<file path="src/assert_macros.svh">
// Assertion helpers; each expects clk and rst_n in scope.
`ifndef ASSERT_MACROS_SVH
`define ASSERT_MACROS_SVH

`ifndef SYNTH
`define MCS_ASSERT(lbl, prop) \
  lbl: assert property (@(posedge clk) disable iff (!rst_n) prop) \
    else $error("assertion failed");
`define MCS_ASSERT_NEXT(lbl, pre, post) \
  lbl: assert property (@(posedge clk) disable iff (!rst_n) (pre) |=> (post)) \
    else $error("assertion failed");
`else
`define MCS_ASSERT(lbl, prop)
`define MCS_ASSERT_NEXT(lbl, pre, post)
`endif

`endif

</file>
<file path="src/mcs_pkg.sv">
`default_nettype none

package mcs_pkg;

  localparam int MAX_DIM_DEF = 16;

  localparam logic CMD_WRITE = 1'b0;
  localparam logic CMD_EMIT  = 1'b1;

  localparam logic [2:0] REG_ROWS  = 3'd0;
  localparam logic [2:0] REG_COLS  = 3'd1;
  localparam logic [2:0] REG_LEFT  = 3'd2;
  localparam logic [2:0] REG_RIGHT = 3'd3;
  localparam logic [2:0] REG_UP    = 3'd4;
  localparam logic [2:0] REG_DOWN  = 3'd5;

  typedef enum logic [2:0] {
    OP_POS,
    OP_NL,
    OP_NU,
    OP_SL,
    OP_SR,
    OP_SU,
    OP_SD
  } op_t;

  typedef enum logic [3:0] {
    ST_IDLE,
    ST_FIX_POS,
    ST_FIX_LEFT,
    ST_FIX_UP,
    ST_SL,
    ST_SR,
    ST_SU,
    ST_SD,
    ST_EXEC
  } state_t;

  typedef struct packed {
    logic [4:0]  row_count;
    logic [4:0]  col_count;
    logic [15:0] shift_left;
    logic [15:0] shift_right;
    logic [15:0] shift_up;
    logic [15:0] shift_down;
  } cfg_t;

  typedef struct packed {
    logic div_start;
    op_t  start_op;
    logic div_store;
    op_t  store_op;
    logic exec_in;
    logic exec_hold;
    logic hold_load;
    logic clear_stale;
  } cmd_t;

  typedef struct packed {
    logic stale;
    logic shifts_ready;
    logic hold_cmd;
    logic div_done;
    logic out_free;
  } status_t;

endpackage

`default_nettype wire

</file>
<file path="src/mcs_regs.sv">
`default_nettype none

module mcs_regs (
  input  wire logic          clk,
  input  wire logic          rst_n,
  input  wire logic          cfg_psel,
  input  wire logic          cfg_penable,
  input  wire logic          cfg_pwrite,
  input  wire logic [4:0]    cfg_paddr,
  input  wire logic [31:0]   cfg_pwdata,
  output logic [31:0]        cfg_prdata,
  output logic               cfg_pready,
  output mcs_pkg::cfg_t      cfg,
  output logic               dims_wr
);

  mcs_pkg::cfg_t cfg_r, cfg_nxt;
  logic          wr_en;
  logic [2:0]    idx;

  assign cfg_pready = 1'b1;
  assign idx        = cfg_paddr[4:2];
  assign wr_en      = cfg_psel && cfg_penable && cfg_pwrite && cfg_pready;
  assign dims_wr    = wr_en && (idx == mcs_pkg::REG_ROWS || idx == mcs_pkg::REG_COLS);
  assign cfg        = cfg_r;

  always_comb begin
    cfg_nxt = cfg_r;
    if (wr_en) begin
      case (idx)
        mcs_pkg::REG_ROWS:  cfg_nxt.row_count   = cfg_pwdata[4:0];
        mcs_pkg::REG_COLS:  cfg_nxt.col_count   = cfg_pwdata[4:0];
        mcs_pkg::REG_LEFT:  cfg_nxt.shift_left  = cfg_pwdata[15:0];
        mcs_pkg::REG_RIGHT: cfg_nxt.shift_right = cfg_pwdata[15:0];
        mcs_pkg::REG_UP:    cfg_nxt.shift_up    = cfg_pwdata[15:0];
        mcs_pkg::REG_DOWN:  cfg_nxt.shift_down  = cfg_pwdata[15:0];
        default: ;
      endcase
    end
  end

  always_comb begin
    case (idx)
      mcs_pkg::REG_ROWS:  cfg_prdata = {27'd0, cfg_r.row_count};
      mcs_pkg::REG_COLS:  cfg_prdata = {27'd0, cfg_r.col_count};
      mcs_pkg::REG_LEFT:  cfg_prdata = {16'd0, cfg_r.shift_left};
      mcs_pkg::REG_RIGHT: cfg_prdata = {16'd0, cfg_r.shift_right};
      mcs_pkg::REG_UP:    cfg_prdata = {16'd0, cfg_r.shift_up};
      mcs_pkg::REG_DOWN:  cfg_prdata = {16'd0, cfg_r.shift_down};
      default:            cfg_prdata = 32'd0;
    endcase
  end

  always_ff @(posedge clk) begin
    if (!rst_n) begin
      cfg_r.row_count   <= 5'd1;
      cfg_r.col_count   <= 5'd1;
      cfg_r.shift_left  <= '0;
      cfg_r.shift_right <= '0;
      cfg_r.shift_up    <= '0;
      cfg_r.shift_down  <= '0;
    end else begin
      cfg_r <= cfg_nxt;
    end
  end

endmodule

`default_nettype wire

</file>
<file path="config.mk">
export PLATFORM = sky130hd
export DESIGN_NAME = mcs_regs
export DESIGN_NICKNAME = d
export VERILOG_FILES = /design/src/assert_macros.svh /design/src/mcs_pkg.sv /design/src/mcs_regs.sv
export SDC_FILE = /design/constraint.sdc
export NUM_CORES = 1
export LEC_CHECK = 0
export CORE_AREA = 2 2 80 82
export DETAILED_ROUTE_END_ITERATION = 10
export DIE_AREA = 0 0 82 84
export DONT_BUFFER_PORTS = 1
export HOLD_SLACK_MARGIN = 0.15
export PLACE_DENSITY_LB_ADDON = 0.1
export REMOVE_ABC_BUFFERS = 1
export SETUP_SLACK_MARGIN = 0.15
export SLEW_MARGIN = 20
export SYNTH_ARGS = -nofsm -noshare
export SYNTH_HDL_FRONTEND = slang
export SYNTH_SLANG_ARGS = --single-unit
</file>
<file path="constraint.sdc">
create_clock -name clk -period 1.8 [get_ports clk]
set_input_delay 0 -clock clk [delete_from_list [all_inputs] [get_ports clk]]
set_output_delay 0 -clock clk [all_outputs]
set_load 0.03 [all_outputs]
</file>
==> results.md <==
- Crit path time final: 1.61 ns
- Area grow syn2layout: 23.0%
- Synth unique cells: 26
- CTS tree: done
- WP data arrival: 1.90 ns
- Status: complete, no violations
- Clock-pin slew of the registers on the worst-case setup and hold paths: 0.08 ns
- Global-route track usage on met1: 0.317
- Nets: 451
- Share of layout cells above drive strength 1: 0.116
- Drt pass-1 iters: 4
- Initial Util: 0.571
- # rows: 29
- Final Non-Filler Cells: 491
- Sink Count: 74
- Setup TNS: 0 ns
- Num CTS Buffers: 9
- Final Max Tran Viols: 0
- R2R setup slack: 0.28 ns
- Critical Path Fanout Max: 12
- Period utilization: 0.896
- Most common cell after layout, fill and taps aside: mux2i_1
- Worst-skew pair later-pin latency: 0.34 ns
- Placer Congestion: 0.748
- Die Height: 84 microns
- Most frequent cells in the layout: mux2i_1, nand2_1, dfxtp_1
- Final Hold Fails: 0
- Via count: 2,692
- Critical Path End Type: flop
- Vias in the first global route: 2,664
- Initial antenna violation count: 0
- Antenna Nets Post-Route: 0
- CTS Root Cell: clkbuf_8
- Antenna fix cells: 0
- Pwr/cell area: 849 mW/mm^2
- Largest register FFs: 74
- Grt total ovfl: 0
- Max Cap Viol: 0
- Core area: 0.00610 sq mm
- H-tree depth: 3
- Seq/Total Area, Yosys: 0.425
- GRT Max-Usage Layer: met2
- Setup Skew: 0 ns
- DRT Wirelength: 8710 microns
- Leak: 1.67 nW
- Mapped Cells: 361
- Avg Inst Size Synth: 9.65 sq um
- Final HPWL DP: 5230 microns
- Synth warnings: 0
- Fmax: 0.620 GHz
- Average wire per standard cell: 17.7 microns
- Final Instance Area: 0.00428 sq mm
- Drt first-iter violations: 85
- Area post-placement: 0.00355 sq mm
- Crit path kind: in2reg
- Vias per inst: 5.48
- Die Area: 0.00689 sq mm
- GR Util All Layers: 0.256
- Critical path startpoint category: input port
- Hold Crit Class: in2reg
- Final hold slack: 0.132 ns
- Synthesized cell area: 0.00348 sq mm
- M2 GR Usage: 0.426
- Largest net degree at the start of global routing: 78
- Worst-case clock buffer depth: 2
- WP data required: 2.09 ns
- Top Ports: 150
- # port buffers: 0
- Post-CTS Setup Bufs: 0
- Die width: 82 microns
- VDD IR max: 0.000765 V
- Met3 Use GR: 0.0671
- Yosys reg bits: 74
- RSZ-0062 raised after global routing: no
- First-pass GRT wire length: 13,400 microns
- Final Setup Violations: 0
- Drt drc: 0
- Placed insts: 431
-- cells in the mapped netlist (all sizes together) --
master   number  share of area
nor2          8          0.014
a2bb2oi       2         0.0050
buf          31          0.063
nor2b         4         0.0072
a22oi         2         0.0043
and2          1         0.0018
nand2b        3         0.0054
nand2        89          0.096
conb          2         0.0022
dfxtp        74           0.43
a211o         3         0.0075
o22ai        13          0.023
inv           3         0.0032
nand4         1         0.0036
or2           1         0.0018
mux2i       104           0.30
or3           2         0.0036
clkbuf       12          0.013
o32ai         3         0.0075
mux2          2         0.0065
nand4b        1         0.0068
-- layer usage --
metal	up-vias	share of wire
li1	1289	-
met1	1296	0.44
met2	98	0.49
met3	9	0.066
met4	0	0.013
met5	-	0
-- layout make-up --
class / count / area (sq um)
clock buffers: 9 / 124
repair buffers: 65 / 644
inverters: 3 / 11.3
well taps: 77 / 96.3
flip-flops and latches: 74 / 1480
fillers: 486 / 1810
clock inverters: 7 / 141
multi-input cells: 256 / 1780
-- per-stage QoR --
step	power [mW]	worst slack (ns)	utilization
finish	3.64	0.187	0.703
global route	3.73	0.156	0.703
CTS	3.65	0.210	0.702
detailed placement	1.89	0.582	0.583
global placement	1.89	0.589	0.583
floorplan	1.86	0.405	-
-- power breakdown --
group | total (mW) | internal, mW | switching (mW) | leakage (nW)
combinational | 0.248 | 0.0939 | 0.155 | 0.943
sequential | 1.68 | 1.65 | 0.0354 | 0.597
clock | 1.70 | 1.06 | 0.643 | 0.129
total | 3.64 | 2.80 | 0.833 | 1.67
-- critical path: stages --
cell           delay [ns]
dlygate4sd3_1        0.58
nand4b_4             0.14
nor2_2               0.13
buf_6                0.23
mux2i_1              0.23
dlygate4sd3_1        0.59
-- what timing repair did --
item / in CTS / in global routing
hold buffers: 44 / 0
setup endpoints to repair: 0 / 3
gates resized for setup: 0 / 2
hold endpoints to repair: 74 / 0
-- logic make-up (layout without fill, tap and decap cells) --
kind of cell,Yosys count,count (layout),synth area share
buffers and inverters,46,84,0.0790
muxes,106,106,0.305
and+or+nand+nor,110,110,0.140
AOI/OAI and AO/OA,23,23,0.0478
other,2,17,0.00216
DFF,74,74,0.425
-- worst paths after layout --
| path | start | to | cells past startpoint |
|---|---|---|---|
| worst max register to register | cfg[27] | cfg[27] | 3 |
| worst max-delay path | cfg_penable | cfg[26] | 6 |
| worst min register to register | cfg[71] | cfg[71] | 2 |
| worst min-delay path | cfg_pwrite | cfg[18] | 4 |
(Power assumes the default switching activity.)
