[config.mk]
export PLATFORM = sky130hd
export DESIGN_NAME = mcs_ctrl
export DESIGN_NICKNAME = d
export VERILOG_FILES = /design/src/mcs_pkg.sv /design/src/mcs_ctrl.sv
export VERILOG_INCLUDE_DIRS = /design/src /design/src/src
export SDC_FILE = /design/constraint.sdc
export NUM_CORES = 1
export LEC_CHECK = 0
export BUFFER_PORTS_ARGS = -buffer_cell sky130_fd_sc_hd__buf_2
export CORE_AREA = 2 2 39 41
export CTS_CLUSTER_DIAMETER = 50
export DETAILED_ROUTE_END_ITERATION = 12
export DIE_AREA = 0 0 41 43
export MAX_ROUTING_LAYER = met4
export PLACE_DENSITY = 0.68
export SLEW_MARGIN = 10
export SYNTH_ARGS = -nofsm -noshare
export SYNTH_HDL_FRONTEND = slang
export SYNTH_SLANG_ARGS = --single-unit
[constraint.sdc]
create_clock -name clk -period 1.2 [get_ports clk]
set_input_delay 0 -clock clk [delete_from_list [all_inputs] [get_ports clk]]
set_output_delay 0 -clock clk [all_outputs]
set_load 0.02 [all_outputs]
[src/assert_macros.svh]
// Assertion helpers; each expects clk and rst_n in scope.
`ifndef ASSERT_MACROS_SVH
`define ASSERT_MACROS_SVH

`ifndef SYNTH
`define MCS_ASSERT(lbl, prop) \
  lbl: assert property (@(posedge clk) disable iff (!rst_n) prop) \
    else $error("assertion failed");
`define MCS_ASSERT_NEXT(lbl, pre, post) \
  lbl: assert property (@(posedge clk) disable iff (!rst_n) (pre) |=> (post)) \
    else $error("assertion failed");
`else
`define MCS_ASSERT(lbl, prop)
`define MCS_ASSERT_NEXT(lbl, pre, post)
`endif

`endif

[src/mcs_pkg.sv]
`default_nettype none

package mcs_pkg;

  localparam int MAX_DIM_DEF = 16;

  localparam logic CMD_WRITE = 1'b0;
  localparam logic CMD_EMIT  = 1'b1;

  localparam logic [2:0] REG_ROWS  = 3'd0;
  localparam logic [2:0] REG_COLS  = 3'd1;
  localparam logic [2:0] REG_LEFT  = 3'd2;
  localparam logic [2:0] REG_RIGHT = 3'd3;
  localparam logic [2:0] REG_UP    = 3'd4;
  localparam logic [2:0] REG_DOWN  = 3'd5;

  typedef enum logic [2:0] {
    OP_POS,
    OP_NL,
    OP_NU,
    OP_SL,
    OP_SR,
    OP_SU,
    OP_SD
  } op_t;

  typedef enum logic [3:0] {
    ST_IDLE,
    ST_FIX_POS,
    ST_FIX_LEFT,
    ST_FIX_UP,
    ST_SL,
    ST_SR,
    ST_SU,
    ST_SD,
    ST_EXEC
  } state_t;

  typedef struct packed {
    logic [4:0]  row_count;
    logic [4:0]  col_count;
    logic [15:0] shift_left;
    logic [15:0] shift_right;
    logic [15:0] shift_up;
    logic [15:0] shift_down;
  } cfg_t;

  typedef struct packed {
    logic div_start;
    op_t  start_op;
    logic div_store;
    op_t  store_op;
    logic exec_in;
    logic exec_hold;
    logic hold_load;
    logic clear_stale;
  } cmd_t;

  typedef struct packed {
    logic stale;
    logic shifts_ready;
    logic hold_cmd;
    logic div_done;
    logic out_free;
  } status_t;

endpackage

`default_nettype wire

[src/mcs_ctrl.sv]
`default_nettype none

`include "assert_macros.svh"

module mcs_ctrl (
  input  wire logic              clk,
  input  wire logic              rst_n,
  input  wire logic              in_tvalid,
  input  wire logic              in_command,
  output logic                   in_tready,
  input  wire mcs_pkg::status_t  sts,
  output mcs_pkg::cmd_t          cmd
);

  mcs_pkg::state_t state_r, state_nxt;

  always_comb begin
    state_nxt = state_r;
    cmd       = '0;
    in_tready = 1'b0;
    case (state_r)
      mcs_pkg::ST_IDLE: begin
        in_tready = sts.out_free;
        if (in_tvalid && sts.out_free) begin
          if (!sts.stale &&
              (in_command == mcs_pkg::CMD_WRITE || sts.shifts_ready)) begin
            cmd.exec_in = 1'b1;
          end else begin
            cmd.hold_load = 1'b1;
            cmd.div_start = 1'b1;
            if (sts.stale) begin
              cmd.start_op = mcs_pkg::OP_POS;
              state_nxt    = mcs_pkg::ST_FIX_POS;
            end else begin
              cmd.start_op = mcs_pkg::OP_SL;
              state_nxt    = mcs_pkg::ST_SL;
            end
          end
        end
      end
      mcs_pkg::ST_FIX_POS: begin
        if (sts.div_done) begin
          cmd.div_store = 1'b1;
          cmd.store_op  = mcs_pkg::OP_POS;
          cmd.div_start = 1'b1;
          cmd.start_op  = mcs_pkg::OP_NL;
          state_nxt     = mcs_pkg::ST_FIX_LEFT;
        end
      end
      mcs_pkg::ST_FIX_LEFT: begin
        if (sts.div_done) begin
          cmd.div_store = 1'b1;
          cmd.store_op  = mcs_pkg::OP_NL;
          cmd.div_start = 1'b1;
          cmd.start_op  = mcs_pkg::OP_NU;
          state_nxt     = mcs_pkg::ST_FIX_UP;
        end
      end
      mcs_pkg::ST_FIX_UP: begin
        if (sts.div_done) begin
          cmd.div_store   = 1'b1;
          cmd.store_op    = mcs_pkg::OP_NU;
          cmd.clear_stale = 1'b1;
          if (sts.hold_cmd == mcs_pkg::CMD_WRITE || sts.shifts_ready) begin
            state_nxt = mcs_pkg::ST_EXEC;
          end else begin
            cmd.div_start = 1'b1;
            cmd.start_op  = mcs_pkg::OP_SL;
            state_nxt     = mcs_pkg::ST_SL;
          end
        end
      end
      mcs_pkg::ST_SL: begin
        if (sts.div_done) begin
          cmd.div_store = 1'b1;
          cmd.store_op  = mcs_pkg::OP_SL;
          cmd.div_start = 1'b1;
          cmd.start_op  = mcs_pkg::OP_SR;
          state_nxt     = mcs_pkg::ST_SR;
        end
      end
      mcs_pkg::ST_SR: begin
        if (sts.div_done) begin
          cmd.div_store = 1'b1;
          cmd.store_op  = mcs_pkg::OP_SR;
          cmd.div_start = 1'b1;
          cmd.start_op  = mcs_pkg::OP_SU;
          state_nxt     = mcs_pkg::ST_SU;
        end
      end
      mcs_pkg::ST_SU: begin
        if (sts.div_done) begin
          cmd.div_store = 1'b1;
          cmd.store_op  = mcs_pkg::OP_SU;
          cmd.div_start = 1'b1;
          cmd.start_op  = mcs_pkg::OP_SD;
          state_nxt     = mcs_pkg::ST_SD;
        end
      end
      mcs_pkg::ST_SD: begin
        if (sts.div_done) begin
          cmd.div_store = 1'b1;
          cmd.store_op  = mcs_pkg::OP_SD;
          state_nxt     = mcs_pkg::ST_EXEC;
        end
      end
      mcs_pkg::ST_EXEC: begin
        if (sts.out_free) begin
          cmd.exec_hold = 1'b1;
          state_nxt     = mcs_pkg::ST_IDLE;
        end
      end
      default: state_nxt = mcs_pkg::ST_IDLE;
    endcase
  end

  always_ff @(posedge clk) begin
    if (!rst_n) begin
      state_r <= mcs_pkg::ST_IDLE;
    end else begin
      state_r <= state_nxt;
    end
  end

  `MCS_ASSERT(a_fast_clean, cmd.exec_in |-> (state_r == mcs_pkg::ST_IDLE) && !sts.stale)
  `MCS_ASSERT_NEXT(a_sd_exec, (state_r == mcs_pkg::ST_SD) && sts.div_done, state_r == mcs_pkg::ST_EXEC)
  `MCS_ASSERT_NEXT(a_div_busy, cmd.div_start, !sts.div_done)
  `MCS_ASSERT(a_done_ctx, sts.div_done |-> (state_r != mcs_pkg::ST_IDLE) && (state_r != mcs_pkg::ST_EXEC))

endmodule

`default_nettype wire

==> impl_metrics.env <==
export IMPL_max_cap_violations=0
export IMPL_registers_with_the_most_flip_flops="state_r: 4 flops"
export IMPL_layout_core_utilization_pct=68.1
export IMPL_ys_dominant_reg_cell="dfxtp_1"
export IMPL_antenna_found_initial=0
export IMPL_grt_pass1_wl_mm=2.66
export IMPL_layout_nets=118
export IMPL_worstMarginPinSlew_ns=0.418
export IMPL_placedInstanceArea_um2=729
export IMPL_timing_final_hold_violations=0
export IMPL_area_growth_synth_to_final_pct=111
export IMPL_synth_ff_latch_count=4
export IMPL_reg_power_share_pct=17.6
export IMPL_fin_ws_ns=-0.364
export IMPL_max_clock_freq_mhz=639
export IMPL_cts_max_level=1
export IMPL_gp_congestion=0.850
export IMPL_detail_route_wirelength_mm=1.92
export IMPL_critical_path_required_time_ns=1.20
export IMPL_drc=0
export IMPL_hold_path_class="input port to flop"
export IMPL_ratio_of_cells_with_drive_above_1_in_the_final_layout_pct=68.2
export IMPL_rsz0062_at_grt="yes"
export IMPL_net_switching_power_mw=0.356
export IMPL_clk_transition_reported_paths_ns=0.03
export IMPL_drt_vias_per_instance=5.51
export IMPL_largest_register="state_r"
export IMPL_setup_viol_count_final=15
export IMPL_setup_tns_ns=-3.42
export IMPL_intPower_mw=0.570
export IMPL_mappedNetlistNets=68
export IMPL_period_share_pct=130
export IMPL_grt_util_overall_pct=22.7
export IMPL_numClockSinks=4
export IMPL_core_area_um2=1380
export IMPL_clock_path_buffers=2
export IMPL_synth_cell_types=37
export IMPL_detailedRoute_firstIterationViolations=17
export IMPL_overflow=0
export IMPL_finalClockSkew_ns=0.00219
export IMPL_grt_pass1_vias=617
export IMPL_critPathArrivalTime_ns=1.56
export IMPL_start_util_pct=32.3
export IMPL_p_clk_share_pct=17.6
export IMPL_number_of_flops_mapped_to_enable_cells_by_yosys=0
export IMPL_p_leak_nw=0.457
export IMPL_syn_area_per_cell_um2=7.57
export IMPL_criticalPathCategory="flop to primary output"
export IMPL_n_antenna_cell=0
export IMPL_fin_worst_hold_slack_ns=0.0391
export IMPL_cells_after_synthesis=59
export IMPL_setup_reg_to_reg_worst_slack_ns=-0.22
export IMPL_synth_seq_area_share_pct=17.9
export IMPL_antenna_violating_nets_post_route=0
export IMPL_die_height_um=43
export IMPL_die_w_um=41
export IMPL_cts_tree="built"
export IMPL_routed_len_inst_um=15.6
export IMPL_power_density_nw_per_um2=983
export IMPL_timing_slew_headroom_pct=72.1
export IMPL_asyncSetResetFlopFracSynth_pct=0
export IMPL_worstSetupStartpointType="flop"
export IMPL_sw_frac_of_total_pct=38.5
export IMPL_dieArea_um2=1760
export IMPL_synth_warnings=0
export IMPL_design_area_um2=942
export IMPL_clk_latency_ns=0.23
export IMPL_largest_register_ff_count=4
export IMPL_route_vias_total=678
export IMPL_crit_path_end_kind="primary output"
export IMPL_detailedRoute_firstPassIterationCount=4
export IMPL_io_buffers=21
export IMPL_peakVddDrop_v=0.000690
export IMPL_root_buffer="clkbuf_4"
export IMPL_cts_buffers_inserted=3
export IMPL_violated_checks="negative setup slack"
export IMPL_detailedPlacementHpwl_mm=1.10
export IMPL_min_period_ns=1.56
export IMPL_maximum_fanout_along_the_worst_path=3
export IMPL_ioPinCount=22
export IMPL_run_status="finished, violations left"
export IMPL_cts_hold_buf=0
export IMPL_mappedNetlistArea_um2=447
export IMPL_pin_count_of_the_biggest_net_entering_global_routing=8
export IMPL_p_comb_share_pct=64.8
export IMPL_layout_commonest_cell="buf_4"
export IMPL_placement_rows=14
export IMPL_layout_cells_most_common_list="buf_4, buf_6, buf_2, dfxtp_2"
export IMPL_final_max_slew_violation_count=0
final cells by class:
type | instances | area (µm²)
multi-input combinational | 50 | 412
sequential | 4 | 85.1
fill | 112 | 442
tap | 16 | 20.0
timing repair buffer | 48 | 395
inverter | 2 | 7.51
clock buffer | 3 | 22.5
path summary, 6_finish.rpt:
kind                                 start  depth (start not counted)         end
worst min-delay path                 rst_n                          3  state_r[3]
worst min register to register  state_r[0]                          3  state_r[0]
worst max register to register  state_r[0]                          7  state_r[0]
worst max-delay path            state_r[0]                          7     cmd[11]
synth_stat cells, types with 2 or more instances:
library cell  n  share of area, %
o21bai_1      2               3.4
inv_1         2               1.7
dfxtp_1       4                18
nor3_1        3               3.4
nand2b_1      3               4.2
nor2_1        5               4.2
nand3_1       2               2.2
a21oi_1       2               2.2
or3_1         2               2.8
o21a_1        2               3.4
nand2_1       6               5.0
power groups by stage:
| stage | combinational, mW | clock (mW) | sequential, mW |
|---|---|---|---|
| after floorplan | 0.245 | 0 | 0.157 |
| after global placement | 0.417 | 0 | 0.158 |
| after detailed placement | 0.424 | 0 | 0.158 |
| after CTS | 0.541 | 0.168 | 0.163 |
| after global routing | 0.631 | 0.173 | 0.163 |
| final | 0.600 | 0.163 | 0.163 |
routing by layer:
| layer | vias to the layer above | track usage, % | share of wire (%) |
|---|---|---|---|
| met1 | 311 | 26.5 | 37 |
| met4 | 0 | 6.00 | 3.2 |
| met3 | 10 | 3.66 | 6.6 |
| li1 | 316 | - | - |
| met2 | 41 | 38.1 | 53 |
| met5 | - | - | 0 |
kinds of logic (layout without fill, tap and decap cells):
logic type | after synthesis | after routing | share of synthesized area [%]
and+or+nand+nor | 32 | 32 | 46.2
AOI/OAI and AO/OA | 17 | 17 | 26.9
buffers and inverters | 5 | 53 | 7.00
DFF | 4 | 4 | 17.9
xor gates and xnor gates | 1 | 1 | 1.96
critical path, cell delays in order (launching register included):
cell	delay, ns
dfxtp_2	0.33
buf_6	0.12
nor3_4	0.24
nand4b_4	0.14
buf_6	0.15
nor2_4	0.09
a21o_1	0.11
buf_2	0.16
metrics by stage:
| stage | total power [mW] | cells | setup WS [ns] |
|---|---|---|---|
| 2_1_floorplan | 0.403 | 59 | -0.0257 |
| 3_3_place_gp | 0.575 | 111 | -0.145 |
| 3_5_place_dp | 0.583 | 111 | -0.161 |
| 4_1_cts | 0.871 | 120 | -0.319 |
| 5_1_grt | 0.967 | 123 | -0.403 |
| 6_report | 0.926 | 123 | -0.364 |
what timing repair did:
item / CTS / global route
pin swaps: 6 / 6
setup buffers: 6 / 3
gates resized for setup: 26 / 11
setup endpoints to repair: 16 / 16
endpoints found under the hold margin: 0 / 0
Note: power is estimated with default switching activity, not from simulation.
